$ cat src/design/lcrr_pkg.sv
// lcrr_pkg: field widths shared by the lane conflict selector and its channel interfaces.
// No dependencies.
package lcrr_pkg;

  localparam int EVAL_COUNT_W = 3;   // evaluation count field
  localparam int FLAG_W       = 4;   // eligible / evaluated flag fields
  localparam int DEST_W       = 16;  // one lane destination mask field
  localparam int DEST_FIELDS  = 4;   // destination mask fields per beat
  localparam int GRANT_W      = 8;   // granted_mask field
  localparam int CURSOR_W     = 5;   // next_cursor field and stored cursor

endpackage

$ cat src/design/lcrr_in_if.sv
// lcrr_in_if / lcrr_out_if: valid/ready channels of the lane conflict selector.
// Depends on lcrr_pkg.
interface lcrr_in_if import lcrr_pkg::*; ();
  logic                    valid;
  logic                    ready;
  logic [EVAL_COUNT_W-1:0] eval_count;
  logic [FLAG_W-1:0]       eligible_bits;
  logic [FLAG_W-1:0]       evaluated_bits;
  logic [DEST_W-1:0]       lane_dest_a;
  logic [DEST_W-1:0]       lane_dest_b;
  logic [DEST_W-1:0]       lane_dest_c;
  logic [DEST_W-1:0]       lane_dest_d;
  logic                    last_requester;

  modport source (
    output valid, eval_count, eligible_bits, evaluated_bits,
    output lane_dest_a, lane_dest_b, lane_dest_c, lane_dest_d, last_requester,
    input  ready
  );
  modport sink (
    input  valid, eval_count, eligible_bits, evaluated_bits,
    input  lane_dest_a, lane_dest_b, lane_dest_c, lane_dest_d, last_requester,
    output ready
  );
endinterface

interface lcrr_out_if import lcrr_pkg::*; ();
  logic                valid;
  logic                ready;
  logic [GRANT_W-1:0]  granted_mask;
  logic [CURSOR_W-1:0] next_cursor;
  logic                found_eligible;

  modport source (
    output valid, granted_mask, next_cursor, found_eligible,
    input  ready
  );
  modport sink (
    input  valid, granted_mask, next_cursor, found_eligible,
    output ready
  );
endinterface

$ cat src/design/lane_conflict_round_robin_selector.sv
// Lane conflict round-robin selector: request store, position scan and grant walk.
// Depends on lcrr_pkg and the channel interfaces in lcrr_in_if.sv.
//
// Each input beat loads one requester into a register store (one beat per cycle while idle).
// The beat flagged last_requester triggers a selection round run by a small sequencer over a
// single store read port: LOCATE walks requesters from 0 to find where the stored cursor
// falls, SCAN visits one flattened (requester, evaluation) position per cycle round-robin
// until an eligible one is found, GRANT (only if one was found) visits every loaded
// requester once starting at that position's requester, and DONE hands the result to the
// output register, waiting while the previous result is still there. The block takes no
// beat until the round is over. Results sit in an output register, so loading of the next
// round proceeds while a result waits to be taken. Requesters past MAX_REQUESTERS are
// dropped.
module lane_conflict_round_robin_selector
  import lcrr_pkg::*;
#(
  parameter int MAX_REQUESTERS      = 8,
  parameter int MAX_EVALS           = 4,
  parameter int DESTS_PER_REQUESTER = 4,
  parameter int LANE_COUNT          = 16
) (
  input  logic      clk_i,
  input  logic      rst_ni,
  lcrr_in_if.sink   in_i,
  lcrr_out_if.source out_o
);

  // Derived sizes
  localparam int ReqW    = (MAX_REQUESTERS > 1) ? $clog2(MAX_REQUESTERS) : 1;
  localparam int CntW    = $clog2(MAX_REQUESTERS + 1);
  localparam int EvW     = (MAX_EVALS > 1) ? $clog2(MAX_EVALS) : 1;
  localparam int EvCntW  = $clog2(MAX_EVALS + 1);
  localparam int PosMaxW = $clog2(MAX_REQUESTERS * MAX_EVALS + 1);
  localparam int PW      = (PosMaxW > CURSOR_W) ? PosMaxW : CURSOR_W;
  localparam int LaneW   = (LANE_COUNT < DEST_W) ? LANE_COUNT : DEST_W;
  localparam int NDest   = (DESTS_PER_REQUESTER < DEST_FIELDS) ? DESTS_PER_REQUESTER
                                                              : DEST_FIELDS;
  localparam int GW      = (MAX_REQUESTERS > GRANT_W) ? MAX_REQUESTERS : GRANT_W;

  typedef struct packed {
    logic [EvCntW-1:0]          evals;
    logic [FLAG_W-1:0]          elig;
    logic [FLAG_W-1:0]          evald;
    logic [NDest-1:0][LaneW-1:0] dest;
  } req_t;

  typedef enum logic [2:0] {
    ST_IDLE,
    ST_LOCATE,
    ST_SCAN,
    ST_GRANT,
    ST_DONE
  } state_e;

  // Request store: written at the load index, read at req_q
  req_t store_q [MAX_REQUESTERS];
  req_t wr_entry;
  req_t rd;
  logic store_we;

  state_e            state_q, state_d;
  logic [CntW-1:0]   loaded_q, loaded_d;
  logic [PW-1:0]     npos_q, npos_d;
  logic [CURSOR_W-1:0] rr_cursor_q, rr_cursor_d;
  logic [PW-1:0]     cursor_q, cursor_d;   // cursor as read for this round
  logic [PW-1:0]     base_q, base_d;       // first position of req_q while locating
  logic [PW-1:0]     pos_q, pos_d;         // current flat position while scanning
  logic [PW-1:0]     off_q, off_d;         // positions visited so far
  logic [PW-1:0]     next_q, next_d;       // cursor to store after the round
  logic [ReqW-1:0]   req_q, req_d;
  logic [EvW-1:0]    ev_q, ev_d;
  logic [CntW-1:0]   j_q, j_d;             // requesters visited in the grant walk
  logic [LaneW-1:0]  occ_q, occ_d;
  logic [GW-1:0]     granted_q, granted_d;
  logic              found_q, found_d;

  logic                out_valid_q, out_valid_d;
  logic [GRANT_W-1:0]  out_grant_q, out_grant_d;
  logic [CURSOR_W-1:0] out_cursor_q, out_cursor_d;
  logic                out_found_q, out_found_d;

  // Clamped evaluation count of the incoming beat
  logic [EvCntW-1:0]  in_cnt;
  logic [DEST_W-1:0]  in_dest [DEST_FIELDS];
  logic               in_acc;

  // Per-cycle evaluation of the entry being read
  logic               hit_elig, hit_evald;
  logic [LaneW-1:0]   claims;
  logic               distinct;
  logic               ev_last, req_last, pos_last;
  logic [PW-1:0]      pos_inc;
  logic [ReqW-1:0]    req_inc;
  logic [PW:0]        base_end;

  assign in_i.ready   = (state_q == ST_IDLE);
  assign in_acc       = in_i.valid && in_i.ready;
  assign out_o.valid  = out_valid_q;
  assign out_o.granted_mask   = out_grant_q;
  assign out_o.next_cursor    = out_cursor_q;
  assign out_o.found_eligible = out_found_q;

  always_comb begin
    logic [EVAL_COUNT_W:0] raw;
    raw = {1'b0, in_i.eval_count};
    if (raw == '0) begin
      in_cnt = EvCntW'(1);
    end else if (raw > (EVAL_COUNT_W + 1)'(MAX_EVALS)) begin
      in_cnt = EvCntW'(MAX_EVALS);
    end else begin
      in_cnt = EvCntW'(raw);
    end
  end

  always_comb begin
    in_dest[0] = in_i.lane_dest_a;
    in_dest[1] = in_i.lane_dest_b;
    in_dest[2] = in_i.lane_dest_c;
    in_dest[3] = in_i.lane_dest_d;
    wr_entry.evals = in_cnt;
    wr_entry.elig  = in_i.eligible_bits;
    wr_entry.evald = in_i.evaluated_bits;
    for (int d = 0; d < NDest; d++) begin
      wr_entry.dest[d] = in_dest[d][LaneW-1:0];
    end
  end

  assign store_we = in_acc && (loaded_q < CntW'(MAX_REQUESTERS));

  always_ff @(posedge clk_i) begin
    if (store_we) begin
      store_q[loaded_q[ReqW-1:0]] <= wr_entry;
    end
  end

  assign rd = store_q[req_q];

  // Flag lookup for evaluation ev_q; indexes of 4 and up carry no flags
  always_comb begin
    hit_elig  = 1'b0;
    hit_evald = 1'b0;
    for (int k = 0; k < FLAG_W; k++) begin
      if (k < MAX_EVALS && ev_q == EvW'(k)) begin
        hit_elig  = rd.elig[k];
        hit_evald = rd.evald[k];
      end
    end
  end

  // Lane claims of the entry: union plus pairwise-disjoint check
  always_comb begin
    claims   = '0;
    distinct = 1'b1;
    for (int d = 0; d < NDest; d++) begin
      if ((claims & rd.dest[d]) != '0) begin
        distinct = 1'b0;
      end
      claims = claims | rd.dest[d];
    end
  end

  assign ev_last  = ((EvCntW'(ev_q) + EvCntW'(1)) == rd.evals);
  assign req_last = ((CntW'(req_q) + CntW'(1)) == loaded_q);
  assign req_inc  = req_last ? '0 : ReqW'(req_q + ReqW'(1));
  assign pos_last = ((pos_q + PW'(1)) == npos_q);
  assign pos_inc  = pos_last ? '0 : pos_q + PW'(1);
  assign base_end = {1'b0, base_q} + (PW + 1)'(rd.evals);

  always_comb begin
    state_d      = state_q;
    loaded_d     = loaded_q;
    npos_d       = npos_q;
    rr_cursor_d  = rr_cursor_q;
    cursor_d     = cursor_q;
    base_d       = base_q;
    pos_d        = pos_q;
    off_d        = off_q;
    next_d       = next_q;
    req_d        = req_q;
    ev_d         = ev_q;
    j_d          = j_q;
    occ_d        = occ_q;
    granted_d    = granted_q;
    found_d      = found_q;
    out_valid_d  = out_valid_q;
    out_grant_d  = out_grant_q;
    out_cursor_d = out_cursor_q;
    out_found_d  = out_found_q;

    if (out_valid_q && out_o.ready) begin
      out_valid_d = 1'b0;
    end

    case (state_q)
      ST_IDLE: begin
        if (in_acc) begin
          if (store_we) begin
            loaded_d = loaded_q + CntW'(1);
            npos_d   = npos_q + PW'(in_cnt);
          end
          if (in_i.last_requester) begin
            // stale cursor reads as 0
            cursor_d  = (PW'(rr_cursor_q) >= npos_d) ? '0 : PW'(rr_cursor_q);
            next_d    = cursor_d;
            base_d    = '0;
            req_d     = '0;
            found_d   = 1'b0;
            granted_d = '0;
            state_d   = ST_LOCATE;
          end
        end
      end
      ST_LOCATE: begin
        if (base_end > {1'b0, cursor_q}) begin
          ev_d    = EvW'(cursor_q - base_q);
          pos_d   = cursor_q;
          off_d   = '0;
          state_d = ST_SCAN;
        end else begin
          base_d = base_end[PW-1:0];
          req_d  = req_inc;
        end
      end
      ST_SCAN: begin
        if (hit_elig) begin
          found_d = 1'b1;
          if (hit_evald) begin
            next_d = pos_inc;
          end
          j_d     = '0;
          occ_d   = '0;
          state_d = ST_GRANT;       // req_q already holds the focus requester
        end else if (off_q + PW'(1) == npos_q) begin
          state_d = ST_DONE;
        end else begin
          off_d = off_q + PW'(1);
          pos_d = pos_inc;
          if (ev_last) begin
            ev_d  = '0;
            req_d = req_inc;
          end else begin
            ev_d = ev_q + EvW'(1);
          end
        end
      end
      ST_GRANT: begin
        if (distinct && claims != '0 && (claims & occ_q) == '0) begin
          granted_d = granted_q | (GW'(1) << req_q);
          occ_d     = occ_q | claims;
        end
        req_d = req_inc;
        j_d   = j_q + CntW'(1);
        if (j_q + CntW'(1) == loaded_q) begin
          state_d = ST_DONE;
        end
      end
      ST_DONE: begin
        if (!out_valid_q || out_o.ready) begin
          out_valid_d  = 1'b1;
          out_grant_d  = granted_q[GRANT_W-1:0];
          out_cursor_d = next_q[CURSOR_W-1:0];
          out_found_d  = found_q;
          rr_cursor_d  = next_q[CURSOR_W-1:0];
          loaded_d     = '0;
          npos_d       = '0;
          state_d      = ST_IDLE;
        end
      end
      default: begin
        state_d = ST_IDLE;
      end
    endcase
  end

  always_ff @(posedge clk_i or negedge rst_ni) begin
    if (!rst_ni) begin
      state_q      <= ST_IDLE;
      loaded_q     <= '0;
      npos_q       <= '0;
      rr_cursor_q  <= '0;
      out_valid_q  <= 1'b0;
      cursor_q     <= '0;
      base_q       <= '0;
      pos_q        <= '0;
      off_q        <= '0;
      next_q       <= '0;
      req_q        <= '0;
      ev_q         <= '0;
      j_q          <= '0;
      occ_q        <= '0;
      granted_q    <= '0;
      found_q      <= 1'b0;
      out_grant_q  <= '0;
      out_cursor_q <= '0;
      out_found_q  <= 1'b0;
    end else begin
      state_q      <= state_d;
      loaded_q     <= loaded_d;
      npos_q       <= npos_d;
      rr_cursor_q  <= rr_cursor_d;
      out_valid_q  <= out_valid_d;
      cursor_q     <= cursor_d;
      base_q       <= base_d;
      pos_q        <= pos_d;
      off_q        <= off_d;
      next_q       <= next_d;
      req_q        <= req_d;
      ev_q         <= ev_d;
      j_q          <= j_d;
      occ_q        <= occ_d;
      granted_q    <= granted_d;
      found_q      <= found_d;
      out_grant_q  <= out_grant_d;
      out_cursor_q <= out_cursor_d;
      out_found_q  <= out_found_d;
    end
  end

  // Checks
  a_loaded_bound: assert property (@(posedge clk_i) disable iff (!rst_ni)
    loaded_q <= CntW'(MAX_REQUESTERS))
    else $error("loaded count beyond store depth");

  a_scan_in_range: assert property (@(posedge clk_i) disable iff (!rst_ni)
    state_q == ST_SCAN |-> (pos_q < npos_q) && (off_q < npos_q))
    else $error("scan position outside flattened range");

  a_no_found_no_grant: assert property (@(posedge clk_i) disable iff (!rst_ni)
    out_valid_q && !out_found_q |-> out_grant_q == '0)
    else $error("grant issued without an eligible position");

  a_grant_claims_lanes: assert property (@(posedge clk_i) disable iff (!rst_ni)
    state_q == ST_GRANT && granted_q != '0 |-> occ_q != '0)
    else $error("grant recorded with no lanes occupied");

  a_round_clears: assert property (@(posedge clk_i) disable iff (!rst_ni)
    state_q == ST_DONE && state_d == ST_IDLE |=> loaded_q == '0 && npos_q == '0 && out_valid_q)
    else $error("round end did not clear load state");

endmodule

$ cat src/flat_wrapper.sv
// flat-port wrapper written by rule: the top's interface ports become plain ports
module lane_conflict_round_robin_selector_flat import lcrr_pkg::*;
#(
  parameter int MAX_REQUESTERS      = 8,
  parameter int MAX_EVALS           = 4,
  parameter int DESTS_PER_REQUESTER = 4,
  parameter int LANE_COUNT          = 16
)
  (clk_i, rst_ni, in_i_valid, in_i_eval_count, in_i_eligible_bits, in_i_evaluated_bits, in_i_lane_dest_a, in_i_lane_dest_b, in_i_lane_dest_c, in_i_lane_dest_d, in_i_last_requester, in_i_ready, out_o_valid, out_o_granted_mask, out_o_next_cursor, out_o_found_eligible, out_o_ready);
  lcrr_in_if in_i_i ();
  lcrr_out_if out_o_i ();
  input  logic clk_i;
  input  logic rst_ni;
  input wire logic [$bits(in_i_i.valid)-1:0] in_i_valid;
  input wire logic [$bits(in_i_i.eval_count)-1:0] in_i_eval_count;
  input wire logic [$bits(in_i_i.eligible_bits)-1:0] in_i_eligible_bits;
  input wire logic [$bits(in_i_i.evaluated_bits)-1:0] in_i_evaluated_bits;
  input wire logic [$bits(in_i_i.lane_dest_a)-1:0] in_i_lane_dest_a;
  input wire logic [$bits(in_i_i.lane_dest_b)-1:0] in_i_lane_dest_b;
  input wire logic [$bits(in_i_i.lane_dest_c)-1:0] in_i_lane_dest_c;
  input wire logic [$bits(in_i_i.lane_dest_d)-1:0] in_i_lane_dest_d;
  input wire logic [$bits(in_i_i.last_requester)-1:0] in_i_last_requester;
  output wire logic [$bits(in_i_i.ready)-1:0] in_i_ready;
  output wire logic [$bits(out_o_i.valid)-1:0] out_o_valid;
  output wire logic [$bits(out_o_i.granted_mask)-1:0] out_o_granted_mask;
  output wire logic [$bits(out_o_i.next_cursor)-1:0] out_o_next_cursor;
  output wire logic [$bits(out_o_i.found_eligible)-1:0] out_o_found_eligible;
  input wire logic [$bits(out_o_i.ready)-1:0] out_o_ready;
  assign in_i_i.valid = in_i_valid;
  assign in_i_i.eval_count = in_i_eval_count;
  assign in_i_i.eligible_bits = in_i_eligible_bits;
  assign in_i_i.evaluated_bits = in_i_evaluated_bits;
  assign in_i_i.lane_dest_a = in_i_lane_dest_a;
  assign in_i_i.lane_dest_b = in_i_lane_dest_b;
  assign in_i_i.lane_dest_c = in_i_lane_dest_c;
  assign in_i_i.lane_dest_d = in_i_lane_dest_d;
  assign in_i_i.last_requester = in_i_last_requester;
  assign in_i_ready = in_i_i.ready;
  assign out_o_valid = out_o_i.valid;
  assign out_o_granted_mask = out_o_i.granted_mask;
  assign out_o_next_cursor = out_o_i.next_cursor;
  assign out_o_found_eligible = out_o_i.found_eligible;
  assign out_o_i.ready = out_o_ready;
  lane_conflict_round_robin_selector #(.MAX_REQUESTERS(MAX_REQUESTERS), .MAX_EVALS(MAX_EVALS), .DESTS_PER_REQUESTER(DESTS_PER_REQUESTER), .LANE_COUNT(LANE_COUNT)) u_core (.clk_i(clk_i), .rst_ni(rst_ni), .in_i(in_i_i), .out_o(out_o_i));
endmodule
$ cat config.mk
export PLATFORM = sky130hd
export DESIGN_NAME = lane_conflict_round_robin_selector_flat
export DESIGN_NICKNAME = d
export VERILOG_FILES = /design/src/design/lcrr_pkg.sv /design/src/design/lcrr_in_if.sv /design/src/design/lane_conflict_round_robin_selector.sv /design/src/flat_wrapper.sv
export SDC_FILE = /design/constraint.sdc
export NUM_CORES = 1
export LEC_CHECK = 0
export BUFFER_PORTS_ARGS = -buffer_cell sky130_fd_sc_hd__buf_4
export CAP_MARGIN = 30
export CORE_MARGIN = 2
export CORE_UTILIZATION = 60
export CTS_CLUSTER_DIAMETER = 40
export DETAILED_ROUTE_END_ITERATION = 8
export PLACE_DENSITY_LB_ADDON = 0.2
export SKIP_LAST_GASP = 1
export SLEW_MARGIN = 0
export SYNTH_ARGS = -nofsm -noshare
export SYNTH_HDL_FRONTEND = slang
export SYNTH_SLANG_ARGS = --single-unit
$ cat constraint.sdc
create_clock -name clk_i -period 12 [get_ports clk_i]
set_input_delay 1.2 -clock clk_i [delete_from_list [all_inputs] [get_ports clk_i]]
set_output_delay 1.2 -clock clk_i [all_outputs]
set_load 0.02 [all_outputs]
After elaboration in Yosys (flattened, before gate mapping). Memories as Yosys holds them, arrays and structs flattened. Cells that the tools add are included.

Add/subtract/negate cells: 11. Magnitude comparators: 4. Eq/ne operators: 26. Shift operators: 1. Muxes and demuxes: 81. Bitwise logic cells: 9. Reductions and logical operators: 35.

Operator list (number): two-way mux 6 bit (15); AND 16 bit (4); OR 16 bit (4); nonzero test 16 bit (4); two-way mux 3 bit (16); one-hot mux 6 bit (2 select lines) (4); two-way mux 16 bit (2); one-hot mux 16 bit (2 select lines) (1); two-way mux 5 bit (5); two-way mux 8 bit (3); AND reduction 4 bit (5); two-way mux 1 bit (19); logical NOT 16 bit (1); two-way mux 4 bit (4); one-hot mux 4 bit (2 select lines) (2); one-hot mux 8 bit (2 select lines) (1); one-hot mux 3 bit (5 select lines) (1); != test 2 x 1 -> 1 bit, second input constant (7); adder 6 x 1 -> 6 bit, second input constant (2); == test 6 bit (2); != test 2 bit, second input constant (6); one-hot mux 3 bit (4 select lines) (1); nonzero test 2 bit (6); one-hot mux 5 bit (2 select lines) (1); 36 further kinds (51).

Flip-flop bits (word level): 90. RAM bits: 600. Input port bits: 80. Output and inout port bits: 16. Logic and storage cells: 186. Memories: 1.

Memory list: u_core.store_q (words 8, width 75, rd ports 1, clocked after Yosys merged registers in 0, write ports 1, RTL line lane_conflict_round_robin_selector.sv:56) `req_t store_q [MAX_REQUESTERS];`.

Longest topological paths before layout. Gate-level depths: netlist of the first run.

Depth after elaboration: 12. Depth in mapped cells: 22. Depth with buffers taken out: 16.

Worst setup path before layout of the first run. OpenSTA, ideal clock, no wires.

Path kind: input port to flip-flop. Start point: in in_i_valid. End point: mem u_core.store_q[0][0] (netlist name) (enable). Setup time: 693 ps. Data arrival time: 9512 ps. Required time: 11307 ps. Slack: 1795 ps. Stages on the path: 5. Path buffers: 2. Path through: or4b_2 > clkbuf_1 > or2_2 > clkbuf_1 > nor4_1.

Longest elaborated chain between the ends: 4.

RTL lines: from (decl) (RTL line flat_wrapper.sv:14) `input wire logic [$bits(in_i_i.valid)-1:0] in_i_valid;`; logical AND 1 bit (RTL line lane_conflict_round_robin_selector.sv:97) `assign in_acc = in_i.valid && in_i.ready;`; logical AND 1 bit (RTL line lane_conflict_round_robin_selector.sv:128) `assign store_we = in_acc && (loaded_q < CntW'(MAX_REQUESTERS));`; two-way mux 1 bit (RTL line lane_conflict_round_robin_selector.sv:131) `if (store_we) begin`; two-way mux 1 bit (not written as such) (RTL line lane_conflict_round_robin_selector.sv:132) `store_q[loaded_q[ReqW-1:0]] <= wr_entry;`; to (decl) (RTL line lane_conflict_round_robin_selector.sv:56).

Every way passes these cells.

Final worst setup path of the first run.
Start point: reg u_core.req_q[0]. End point: reg u_core.granted_q[2].

Longest elaborated chain between the ends: 10. Elaborated cells on any way between the ends: 24. Classes of those cells: eq/ne (1); shift (1); mux (5); bitwise (8); reduce/logical (8); memory (1).

RTL lines: from (decl) (RTL line lane_conflict_round_robin_selector.sv:70) `logic [ReqW-1:0] req_q, req_d;`; from (signal assigned) (RTL line lane_conflict_round_robin_selector.sv:307) `req_q <= req_d;`; memory (8 x 75 bit); AND 16 bit / OR 16 bit (equally long branches) (RTL line lane_conflict_round_robin_selector.sv:155, lane_conflict_round_robin_selector.sv:158); nonzero test 16 bit (tied with other cells) (RTL line lane_conflict_round_robin_selector.sv:155) `if ((claims & rd.dest[d]) != '0) begin`; two-way mux 1 bit (tied with other cells) (RTL line lane_conflict_round_robin_selector.sv:155); two-way mux 1 bit / nonzero test 16 bit (equally long branches) (RTL line lane_conflict_round_robin_selector.sv:155); two-way mux 1 bit (RTL line lane_conflict_round_robin_selector.sv:155); logical AND 1 bit (2 in a row) (RTL line lane_conflict_round_robin_selector.sv:247) `if (distinct && claims != '0 && (claims & occ_q) == '0) begin`; != test 2 x 1 -> 1 bit (no source line); AND reduction 4 bit (no source line); to (signal assigned) (RTL line lane_conflict_round_robin_selector.sv:311) `granted_q <= granted_d;`; to (decl) (RTL line lane_conflict_round_robin_selector.sv:74) `logic [GW-1:0] granted_q, granted_d;`.

Several ways; a longest one is shown, not always the timed one. The select of a mux whose other input is x is not followed. A chain may end at the register's enable or synchronous reset.

==> impl_summary.md, run 1 <==
CTS
Clock-pin slew was measured on the worst setup and hold paths at 0.05 ns. CTS saw 690 sinks. No sink is reached through more buffers than the 3 on the longest clock path.

The count of buffers added by post-CTS timing repair for setup is 0. The number of buffers inserted by hold repair at cts is 0. The post-cts resize count is 0. TritonCTS created 83 clock buffers. The root cell of the clock tree is clkbuf_16. The later pin in the worst-skew pair is clocked with a latency of 0.62 ns. The H-tree was split into 3 levels. TritonCTS built the clock tree.

Synth
The largest total area in the synthesized netlist belongs to edfxtp_1. The commonest cells after synthesis are edfxtp_1, mux4_2, nand2_1. The netlist uses 68 different library cells. The synthesized netlist devotes 4.81% of its cell area to simple gates.

The synthesized design contains 690 register bits. Sorting the synthesized cells by area gives the leading types as edfxtp_1, mux4_2, dfrtp_1. The mapped cell area is 28,500 µm². After technology mapping, the gate count stands at 1,598. By area, the combinational part of the netlist is dominated by multiplexers. The compound-gate portion of the synthesized area is 4.09%. The synthesized-area fraction occupied by adder cells is 1.54%. For this run, the number of Yosys warnings is 0. The share of the synthesized netlist area taken by xor and xnor gates is 1.29%.

After synthesis, the share of flip-flops with an asynchronous set or reset is 13.0%. The number of enable-type register cells in the synthesized netlist is 600. The synthesized area divided by synthesized cell count is 17.8 µm². The number of nets produced by synthesis is 1,711. The most numerous cell in the Yosys netlist is edfxtp_1.

Of the post-synthesis cell area, the dominant cell type holds 63.3%. The prevailing post-synth register cell is edfxtp_1. The multiplexer share of the synthesized area is 15.0%. The part of the Yosys area used for sequential elements is 71.2%.

Timing
The hold violation count in the final report was 0. Setup repair after global routing left no endpoint under its margin. The worst setup skew after layout is 0.0170 ns.

The final-report max-slew violation count is 0. The setup total negative slack is 0 ns. The worst-margin pin slew is 0.985 ns. Setup violations remaining at the end of the flow were counted as 0. The time the final worst path needs with I/O delays and setup is 5.25 ns.

Derived from the worst setup path, the maximum achievable clock frequency is 0.190 GHz. The worst max-slew margin expressed relative to the limit is 34.4%. The period utilization is 43.8%.

Setup path
The launching element type of the critical path is a register. The type of the worst setup path is register to register. The worst stage delay on the critical path is 0.99 ns. The peak fanout along the critical path is 43. For the worst setup path, the data required time is 12.51 ns. The worst setup path is captured at a register. The critical-path cell with the highest stage delay is dfrtp_4. The worst path arrival time is 5.76 ns.

The critical path goes through buf_4 -> mux4_2 -> mux2i_1 -> a21oi_1 -> or4_1 -> nor4_1 -> nand4_1 -> buf_8 -> o31ai_1.

Final layout
After filler insertion, the fill cell instance count of the layout stands at 2,937. With fillers left out, the area of the finished cells amounts to 32,500 µm². Compared with the post-synthesis result, the final layout area differs by 14.3%. The count of placed standard cells in the final layout, fillers left out is 2,413. The ratio of cells with drive above 1 in the final layout is 24.4%. The final layout contains 1,851 nets. The number of diodes added for antenna fixing is 0.

Die
In this run the core area contains 79 standard-cell rows. The total I/O pin count is 96. The die is 222 µm tall. The die footprint is 49,200 µm².

The core region is 46,700 µm². The initial utilization of the core area, before any placement, comes to 61.0%. The die is 222 µm wide.

Hold path
The type of the worst min-delay path is register to register.

Pwr
The part of the total power dissipated in combinational logic is 28.9%. The part of the power in registers is 39.7%. The leakage power total is 11.4 nW. Cell internal power was estimated by the tool at 0.00516 W. The total power after layout is 0.00768 W. The fraction of power spent switching nets is 32.8%.

The switching power of the nets is 0.00252 W. For this design the ratio of total power to cell area is 236 nW/µm². The worst-case IR drop observed on VDD is 0.226 mV. The share of total power dissipated in the clock network is 31.4%.

Global routing
The first global-routing pass estimated 97.4 mm of wire. The total overflow reported by the global router is 0. The initial antenna violation count is 0. The largest net degree at the start of global routing is 63.

The number of global-route vias before repair is 15,800. For this run, the total global-route usage over all layers was measured as 26.7%.

Drt
After detailed routing, the number of remaining DRC violations is 7. After detailed routing, the number of vias per cell comes to 6.35. The highest routing layer actually used is met4. The count of nets left with antenna violations after detail routing is 0.

The detailed router put a total of 27.0 mm of wire on met1. Summing over every cut layer, the via total after detailed routing is 15,300. The number of design-rule violations left by the first detailed-router iteration is 1,387. The wire length on met2 is 32.1 mm.

After detailed routing, the met3 layer carries 3.72 mm of wire. After detailed routing, the total wire length is 63.8 mm. Dividing the detail-routed wire length by the instance count gives 26.4 µm.

The first detailed-routing pass took 9 iterations.

Placed design
Routability-driven placement finished with a final weighted congestion of 0.897. The area after detailed placement is 29,800 µm². The number of placed instances, taps included, is 2,260. Port buffering added 95 buffers. The half-perimeter wire length of the detailed placement result is 37.6 mm.

Run status
The final reports fail on DRC. The flow ran to the end, but the final reports show violations.

Job
The max-cap check violation count is 0.
## critical path: cells and delay by family, from the launching register on
kind | cells | cell delay (ns)
buffers and inverters | 2 | 1.03
muxes | 2 | 1.27
AOI/OAI and AO/OA | 2 | 0.50
DFF | 1 | 0.99
and+or+nand+nor | 3 | 1.30
## power by group through the flow
stage               combinational [W]  clock (W)  sequential, W
floorplan                     0.00165          0        0.00299
CTS                           0.00223    0.00246        0.00305
global placement              0.00219          0        0.00309
finish                        0.00222    0.00242        0.00305
global route                  0.00240    0.00255        0.00308
detailed placement            0.00221          0        0.00310
## layer usage
layer / global-route usage [%] / vias up
li1: - / 6690
met2: 44.2 / 556
met1: 37.8 / 8001
met4: 7.21 / 0
met3: 4.02 / 76
met5: 0 / -
## layout make-up
cell class	instances	area, µm²	area share [%]
clock buffers	103	2220	6.83
flip-flops and latches	690	20300	62.3
well taps	607	759	2.33
clock inverters	50	489	1.50
multi-input cells	796	7660	23.5
inverters	42	158	0.484
repair buffers	125	972	2.99
## final timing paths
kind,from,end,slack [ns],cells after the start
setup / recovery,u_core.req_q[0],u_core.granted_q[2],6.75,9
hold / removal,u_core.granted_q[6],u_core.granted_q[6],0.49,2
setup reg to reg,u_core.req_q[0],u_core.granted_q[2],6.75,9
hold reg to reg,u_core.granted_q[6],u_core.granted_q[6],0.49,2
max in group asynchronous,rst_ni,u_core.occ_q[11],10.37,2
min in group asynchronous,rst_ni,u_core.rr_cursor_q[3],0.53,1
## cell usage in the layout, fill, tap and decap left out, drive strengths merged, types with 40 or more instances in the layout
master	instances
a21oi	40
nand2	126
dfrtp	90
inv	60
clkbuf	103
mux2i	73
nor2	47
mux4	145
o21ai	59
edfxtp	600
buf	125
## sequential cells by signal, summed over array words and instances (netlist names), 3 cells and up
| name | flops |
|---|---|
| u_core.base_q | 6 |
| u_core.next_q | 5 |
| u_core.pos_q | 6 |
| u_core.off_q | 6 |
| u_core.state_q | 3 |
| u_core.loaded_q | 4 |
| u_core.store_q | 600 |
| u_core.req_q | 3 |
| u_core.granted_q | 8 |
| u_core.occ_q | 16 |
| u_core.cursor_q | 5 |
| u_core.rr_cursor_q | 5 |
| u_core.out_o.granted_mask | 8 |
| u_core.j_q | 4 |
| u_core.npos_q | 6 |
## metrics by stage
stage,setup WS [ns],hold slack (ns),util [%]
finish,6.75,0.485,69.8
global placement,6.42,0.466,63.8
detailed placement,6.71,0.478,63.9
CTS,6.70,0.489,69.8
global route,6.38,0.513,69.8
floorplan,1.80,0.443,-
## cells by family after synthesis
family                     count (synthesis)
AOI/OAI and AO/OA                        188
xor gates and xnor gates                  42
adders and majority gates                 34
buffers and inverters                    112
DFF                                      690
muxes                                    240
and+or+nand+nor                          292
Power figures use the tool's default switching activity.
==> run 2: changes to the inputs <==
CORE_UTILIZATION = 56   (was 60)
clock period = 4.7 ns   (was 12 ns; I/O delays follow)
==> run 2 against run 1 <==
Effect of this change:
- the flow now finishes without violations
- via count down 0.23%
- flip-flop and latch count unchanged
- die area up 7.0%
- count of clock-buffer cells in the layout up 5
- highest routed layer is now met5
==> impl_summary.md, run 2 (same netlist as run 1, synthesis figures left out) <==
Setup path
Cell breakdown of the critical path: buf_12 -> inv_2 -> buf_4 -> mux2i_1 -> o22ai_1 -> nor4_1 -> nand4_1 -> nor4_1 -> nand4_1 -> o31ai_1 (was buf_4 -> mux4_2 -> mux2i_1 -> a21oi_1 -> or4_1 -> nor4_1 -> nand4_1 -> buf_8 -> o31ai_1). The worst stage delay on the critical path is 0.67 ns (was 0.99 ns). The critical-path cell with the highest stage delay is mux2i_1 (was dfrtp_4). The launching element type of the critical path is a register (unchanged). The type of the worst setup path was register to register (unchanged).

The worst path arrival time is 4.84 ns (was 5.76 ns). The kind of end point of the critical path was a register (unchanged). The worst endpoint required time was 5.25 ns (was 12.51 ns). The peak fanout along the critical path is 33 (was 43).

Final layout
The number of fill cells is 3,281 (was 2,937). The sequential cell area is 20,300 µm² (unchanged). The area of all placed cells without fillers is 33,600 µm² (was 32,500 µm²).

Highest-count cells in the layout ignoring fill and taps: edfxtp_1, mux4_2, buf_4, nand2_1, clkbuf_16 (was edfxtp_1, mux4_2, nand2_1, buf_4, dfrtp_1). The area used by multi-input combinational logic is 7700 µm² (was 7660 µm²). The ratio of cells with drive above 1 in the final layout was 27.0% (was 24.4%). The post-synthesis to final-layout area growth came to 18.0% (was 14.3%). The net count of the finished layout is 1,886 (was 1,851). The most common cell after layout, fill and taps aside is edfxtp_1 (unchanged). The flip-flop count of the largest register after layout is 600 (unchanged).

CTS
The maximum level of the CTS H-tree is 3 (unchanged). The TritonCTS clock tree is done (unchanged). The clock tree buffer depth is 3 (unchanged). The root cell of the clock tree is clkbuf_16 (unchanged). The clock input transition at the sequential cells of the worst setup and hold paths is 0.06 ns (was 0.05 ns). The count of buffers added by post-CTS timing repair for setup is 0 (unchanged). The number of clock buffers inserted by TritonCTS came to 94 (was 83). The clock latency at the later pin of the worst-skew pair is 0.64 ns (was 0.62 ns). The number of sinks driven by the clock tree is 690 (unchanged).

Placed design
The final weighted congestion in routability-driven placement came to 0.922 (was 0.897). The half-perimeter wire length of the detailed placement result is 38.2 mm (was 37.6 mm). The area after detailed placement is 30,200 µm² (was 29,800 µm²). The number of buffers inserted by port buffering is 95 (unchanged).

Timing
The final setup violation count came to 0 (unchanged). The worst setup skew after layout is 0.0240 ns (was 0.0170 ns). The time the final worst path needs with I/O delays and setup is 4.30 ns (was 5.25 ns). The worst-margin pin slew is 0.985 ns (about the same). The worst max-slew margin expressed relative to the limit was 33.5% (was 34.4%). Unrepaired setup endpoints after global routing: no (unchanged). The hold violation count in the final report is 0 (unchanged). The final-report max-slew violation count is 0 (unchanged). The highest attainable clock frequency was 0.233 GHz (was 0.190 GHz). The period utilization was 91.4% (was 43.8%).

Drt
The total routed wirelength was 62.5 mm (was 63.8 mm). The ratio of routed vias to standard cells is 6.05 (was 6.35). The average wire per cell in the routed design is 24.8 µm (was 26.4 µm). The count of nets left with antenna violations after detail routing was 0 (unchanged). The DRC violation count after routing was 0 (was 7). The first-pass iteration count of the detailed router was 5 (was 9). The via count of the routed design came to 15,300 (about the same). The number of design-rule violations left by the first detailed-router iteration is 1,464 (was 1,387).

Pwr
The switching power of the nets is 0.00670 W (was 0.00252 W). The part of the power in registers is 36.2% (was 39.7%). The total power after layout is 0.0210 W (was 0.00768 W). The part of the total power dissipated in combinational logic was 28.6% (was 28.9%). The fraction of power spent switching nets is 31.8% (was 32.8%). The leakage power total came to 11.8 nW (was 11.4 nW). The largest voltage drop on the vdd net is 0.434 mV (was 0.226 mV). The power per standard cell area is 626 nW/µm² (was 236 nW/µm²). The internal power came to 0.0143 W (was 0.00516 W).

The fraction of power consumed by the clock network is 35.2% (was 31.4%).

Global routing
The met1 track demand over resource in global routing is 33.5% (was 37.8%). The total overflow reported by the global router was 0 (unchanged). The initial antenna violation count was 2 (was 0). The number of global-route vias before repair was 15,800 (about the same). The met2 track demand over resource in global routing is 39.2% (was 44.2%).

The wire length of the first global-routing pass is 96.1 mm (was 97.4 mm). The largest net degree at the start of global routing came to 118 (was 63). The aggregate global-route resource usage was 24.5% (was 26.7%). The global routing met3 resource utilization is 5.00% (was 4.02%). The layer carrying the most global-route usage is met2 (unchanged).

Die
The area of the placeable core came to 50,200 µm² (was 46,700 µm²). The total I/O pin count was 96 (unchanged). The die footprint is 52,700 µm² (was 49,200 µm²). The standard-cell row count was 82 (was 79). The die height came to 229 µm (was 222 µm). The die width is 229 µm (was 222 µm).

The initial standard-cell utilization of the core is 56.7% (was 61.0%).

Run status
Outcome: completed (was finished, violations left).

Hold path
The type of the worst min-delay path is input pin to register (was register to register).

Job
The max-cap check violation count is 0 (unchanged).
==> run 2: cell count changes in the layout (fill, tap and decap cells not counted), sizes merged <==
cell / delta
dlygate4sd3: +1
bufinv: +10
diode: +1
clkinvlp: +10
clkinv: -6
inv: +3
buf: +23
clkbuf: +5
==> run 2: through the flow <==
stage / setup WS (ns) / TNS [ns] / util [%] / hold slack (ns) / cells
floorplan: -0.697 / -301.81 / - / 0.174 / 1598
finish: 0.403 / 0 / 67.0 / 0.0596 / 2525
global placement: 0.421 / 0 / 60.2 / 0.462 / 2347
global route: 0.137 / 0 / 67.0 / 0.0514 / 2525
detailed placement: 0.436 / 0 / 60.2 / 0.468 / 2348
CTS: 0.412 / 0 / 67.0 / 0.0316 / 2524
==> run 2: layout make-up <==
cell class	instances	share of cell area, %
flip-flops and latches	690	60.4
multi-input cells	796	22.9
clock buffers	108	7.35
repair buffers	149	3.70
clock inverters	67	2.70
well taps	672	2.50
inverters	42	0.469
diodes	1	0.00745
==> run 2: critical path: cells and delay by family, from the launching register on <==
| kind | cells | cell delay [ns] |
|---|---|---|
| AND/OR/NAND/NOR | 4 | 1.25 |
| buffers and inverters | 3 | 1.05 |
| multiplexers | 1 | 0.67 |
| flip-flops | 1 | 0.66 |
| AO/OA/AOI/OAI | 2 | 0.52 |
==> run 2: worst paths after layout <==
kind / slack [ns] / startpoint / endpoint / depth (start not counted)
setup / recovery: 0.40 / u_core.req_q[1] / u_core.granted_q[7] / 10
setup reg to reg: 0.40 / u_core.req_q[1] / u_core.granted_q[7] / 10
hold reg to reg: 0.48 / u_core.found_q / u_core.found_q / 2
min in group asynchronous: 0.45 / rst_ni / u_core.out_o.granted_mask[6] / 2
hold / removal: 0.06 / in_i_lane_dest_b[2] / u_core.store_q[4][18] / 1
max in group asynchronous: 3.29 / rst_ni / u_core.npos_q[4] / 3
==> run 2: what timing repair did <==
action / in CTS / in global routing
gates resized for setup: 0 / 1
hold buffers: 1 / 0
endpoints found under the setup margin: 0 / 2
endpoints found under the hold margin: 60 / 0
==> run 2: per-layer routing <==
metal | vias to the layer above | wire [µm]
met4 | 2 | 1980
met3 | 129 | 3980
li1 | 6773 | -
met5 | - | 10
met1 | 7864 | 26200
met2 | 519 | 30400
==> run 2: power by group through the flow <==
stage	registers, W	clock network [W]	logic [W]
after CTS	0.00761	0.00751	0.00604
final	0.00761	0.00741	0.00602
after detailed placement	0.00773	0	0.00601
after floorplan	0.00760	0	0.00423
after global routing	0.00767	0.00781	0.00649
after global placement	0.00770	0	0.00597
==> run 3: changes to the inputs <==
ABC_AREA = 1   (was unset)
CORE_UTILIZATION = 60   (was 56)
SKIP_LAST_GASP = unset   (was 1)
clock period = 4.4 ns   (was 4.7 ns; I/O delays follow)
==> run 3 against run 2 <==
Effect of this change:
- the flow now finishes with violations (capacitance limit, slew limit)
- utilization is 2.8 points higher
- cell count is 53% higher
- design area is 4.4% higher
- critical endpoint is now u_core.req_q[1]
- critical path depth is 14 higher
==> impl_summary.md, run 3 <==
Run status
Outcome: finished, violations left (was completed). The final reports fail on capacitance limit, slew limit.

CTS
The maximum level of the CTS H-tree is 3 (unchanged). The number of sinks driven by the clock tree is 690 (unchanged). The root cell of the clock tree was clkbuf_16 (unchanged). The number of clock buffers inserted by TritonCTS is 90 (was 94).

The clock latency at the later pin of the worst-skew pair is 0.64 ns (about the same). The clock input transition at the sequential cells of the worst setup and hold paths came to 0.06 ns (about the same). The clock tree buffer depth was 3 (unchanged).

The TritonCTS clock tree is done (unchanged).

Setup path
The type of the worst setup path is register to register (unchanged). Cell breakdown of the critical path: clkinv_8 -> nor2_1 -> o211ai_1 -> o21ai_0 -> inv_1 -> ha_1 -> inv_1 -> fa_1 -> nor2_1 -> nor2_1 -> nor2_1 -> nand2_1 -> nand2_1 -> inv_1 -> ha_1 -> nand2_1 -> nor2_1 -> a22oi_1 -> a31oi_1 -> a21boi_0 -> nor3_2 -> nand2_1 -> nand2_1 -> nand2_1 (was buf_12 -> inv_2 -> buf_4 -> mux2i_1 -> o22ai_1 -> nor4_1 -> nand4_1 -> nor4_1 -> nand4_1 -> o31ai_1). The worst stage delay on the critical path is 0.59 ns (was 0.67 ns). The worst path arrival time is 4.50 ns (was 4.84 ns). The critical-path cell with the highest stage delay is dfrtp_4 (was mux2i_1). The critical path's most frequent cell is nand2_1. The kind of end point of the critical path is a register (unchanged). The launching element type of the critical path is a register (unchanged).

The worst endpoint required time is 4.91 ns (was 5.25 ns). The peak fanout along the critical path came to 44 (was 33).

Synth
The proportion of synthesized flip-flops having asynchronous set or reset is 13.0% (unchanged). Top cells by count, synth: nand2_1, edfxtp_1, nor2_1 (was edfxtp_1, mux4_2, nand2_1). The prevailing post-synth register cell is edfxtp_1 (unchanged). Dominant cells by area after synthesis: edfxtp_1, nand2_1, dfrtp_1 (was edfxtp_1, mux4_2, dfrtp_1). The number of enable-type register cells in the synthesized netlist is 600 (unchanged). The synthesized instance count came to 3,018 (was 1,598). The number of distinct standard cells referenced by the synthesized netlist was 42 (was 68).

The number of nets produced by synthesis is 3,131 (was 1,711). The proportion of netlist area held by the largest area contributor came to 58.9% (was 63.3%). The mapped cell area was 30,600 µm² (was 28,500 µm²). The synthesized area divided by synthesized cell count is 10.1 µm² (was 17.8 µm²). The main combinational cell family by area after synthesis is simple AND/OR/NAND/NOR gates (was multiplexers). The most numerous cell in the Yosys netlist is nand2_1 (was edfxtp_1). The number of warnings reported in the yosys synthesis log was 0 (unchanged).

The cell type with the largest total area after synthesis is edfxtp_1 (unchanged). The synthesized-area fraction occupied by adder cells is 1.40% (was 1.54%). The compound-gate portion of the synthesized area is 5.26% (was 4.09%). The share of the synthesized netlist area taken by xor and xnor gates is 0.888% (was 1.29%). The part of the Yosys area used for sequential elements is 66.3% (was 71.2%). The synthesis-stage register bit count came to 690 (unchanged). The basic-gate share of the synthesized area counting and, or, nand and nor cells came to 20.0% (was 4.81%).

The multiplexer share of the synthesized area is 0% (was 15.0%).

Final layout
The flip-flop count of the largest register after layout is 600 (unchanged). The post-synthesis to final-layout area growth was 14.6% (was 18.0%). The final standard cell utilization of the core is 69.8% (was 67.0%). The ratio of cells with drive above 1 in the final layout is 10.0% (was 27.0%). The area of all placed cells without fillers came to 35,100 µm² (was 33,600 µm²). Highest-count cells in the layout ignoring fill and taps: nand2_1, edfxtp_1, nor2_1, inv_1, nand3_1 (was edfxtp_1, mux4_2, buf_4, nand2_1, clkbuf_16). The number of fill cells is 3,565 (was 3,281). The net count of the finished layout is 3,231 (was 1,886).

The most common cell after layout, fill and taps aside is nand2_1 (was edfxtp_1).

Drt
The first-pass iteration count of the detailed router is 6 (was 5). The DRC violation count after routing is 0 (unchanged). The via count of the routed design came to 21,600 (was 15,300).

The count of nets left with antenna violations after detail routing is 0 (unchanged). The ratio of routed vias to standard cells was 5.59 (was 6.05). The average wire per cell in the routed design is 18.7 µm (was 24.8 µm).

The number of design-rule violations left by the first detailed-router iteration came to 2,433 (was 1,464). The total routed wirelength is 72.5 mm (was 62.5 mm).

Hold path
The type of the worst min-delay path is input pin to register (unchanged).

Timing
The worst-margin pin slew is 1.59 ns (was 0.985 ns). The final setup violation count is 0 (unchanged). The final-report max-slew violation count came to 12 (was 0). The period utilization came to 90.7% (was 91.4%). The time the final worst path needs with I/O delays and setup is 3.99 ns (was 4.30 ns).

The highest attainable clock frequency came to 0.251 GHz (was 0.233 GHz). The worst hold-check slack is 0.0339 ns (was 0.0596 ns). The least setup slack across all paths after layout is 0.409 ns (was 0.403 ns). The worst setup skew after layout is 0.0281 ns (was 0.0240 ns). The worst max-slew margin expressed relative to the limit is -6.96% (was 33.5%).

The hold violation count in the final report is 0 (unchanged). The setup total negative slack is 0 ns (unchanged).

Die
The die footprint is 52,800 µm² (was 52,700 µm²). The total I/O pin count is 96 (unchanged). The area of the placeable core came to 50,300 µm² (was 50,200 µm²).

The die width was 230 µm (was 229 µm). The die height came to 230 µm (was 229 µm). The initial standard-cell utilization of the core came to 60.8% (was 56.7%). The standard-cell row count is 82 (unchanged).

Global routing
The wire length of the first global-routing pass is 115 mm (was 96.1 mm). The aggregate global-route resource usage is 27.8% (was 24.5%). The total overflow reported by the global router is 0 (unchanged). The number of global-route vias before repair is 21,600 (was 15,800). The initial antenna violation count was 4 (was 2). The largest net degree at the start of global routing is 188 (was 118).

Job
The max-cap check violation count is 1 (was 0).

Placed design
The setup slack at placement came to 0.268 ns (was 0.436 ns). The half-perimeter wire length of the detailed placement result is 40.6 mm (was 38.2 mm). The area after detailed placement came to 31,900 µm² (was 30,200 µm²). The final weighted congestion in routability-driven placement was 0.867 (was 0.922). The number of buffers inserted by port buffering was 95 (unchanged).

Pwr
The power per standard cell area is 664 nW/µm² (was 626 nW/µm²). The largest voltage drop on the vdd net is 0.508 mV (was 0.434 mV). The leakage power total is 14.5 nW (was 11.8 nW).
-- run 3: cell count changes in the layout (fill, tap and decap cells not counted), sizes merged, moves of 17 or more --
cell,delta
o21ai,+155
mux4,-145
mux2,-22
inv,+253
mux2i,-73
clkinv,+18
nor4,-17
nand3,+243
a31oi,-20
nor2,+290
xnor2,-24
nand2,+775
-- run 3: power by group --
part | switching, W | internal (W) | total, W
Clock | 0.00286 | 0.00461 | 0.00747
Combinational | 0.00536 | 0.00223 | 0.00759
Sequential | 0.000381 | 0.00785 | 0.00823
Total | 0.00860 | 0.0147 | 0.0233
-- run 3: timing repair --
| item | 4_1_cts | 5_1_grt |
|---|---|---|
| endpoints found under the hold margin | 64 | 0 |
| buffers inserted | 0 | 4 |
| hold buffers | 2 | 0 |
| gates resized for setup | 0 | 4 |
| endpoints found under the setup margin | 0 | 21 |
-- run 3: path summary, 6_finish.rpt --
kind,slack [ns],from,cells after the start,endpoint
setup / recovery,0.41,u_core.req_q[0],24,u_core.req_q[1]
hold / removal,0.03,in_i_eligible_bits[3],1,u_core.store_q[5][71]
setup reg to reg,0.41,u_core.req_q[0],24,u_core.req_q[1]
hold reg to reg,0.47,u_core.out_o.granted_mask[5],2,u_core.out_o.granted_mask[5]
max in group asynchronous,2.99,rst_ni,3,u_core.req_q[1]
min in group asynchronous,0.47,rst_ni,2,u_core.pos_q[4]
-- run 3: cell families (layout without fill, tap and decap cells) --
| family | count (synthesis) | in the layout |
|---|---|---|
| adders and majority gates | 33 | 33 |
| DFF | 690 | 690 |
| and+or+nand+nor | 1525 | 1525 |
| buffers and inverters | 439 | 612 |
| xor gates and xnor gates | 31 | 31 |
| other | 0 | 1 |
| AOI/OAI and AO/OA | 300 | 302 |
-- run 3: final cells by class --
cell class                 count  area (µm²)  share of cell area, %
tap                          672         841                   2.40
clock buffer                  97        2340                   6.68
timing repair buffer         139        1150                   3.28
inverter                     306        1160                   3.32
clock inverter                70         764                   2.18
multi-input combinational   1891        8530                   24.3
sequential                   690       20300                   57.8
antenna                        1        2.50                0.00714
-- run 3: metal layers --
layer	share of wire [%]	global-route usage, %	vias to the layer above	wire length, µm
met5	0.063	0	-	46
met4	2.6	9.80	6	1860
met3	8.0	5.33	154	5780
met2	48	45.6	845	34900
met1	41	37.6	10400	29900
li1	-	-	10200	-
-- run 3: worst max-delay path: cells and delay by family (launching register included) --
| family | cells | cell delay (ns) |
|---|---|---|
| and+or+nand+nor | 12 | 1.24 |
| adders and majority gates | 3 | 0.87 |
| AOI/OAI and AO/OA | 5 | 0.75 |
| DFF | 1 | 0.59 |
| buffers and inverters | 4 | 0.41 |
-- run 3: per-stage QoR --
step | instances | total power [W]
after floorplan | 3018 | 0.0135
after global placement | 3690 | 0.0154
after detailed placement | 3690 | 0.0157
after CTS | 3859 | 0.0232
after global routing | 3866 | 0.0246
final | 3866 | 0.0233
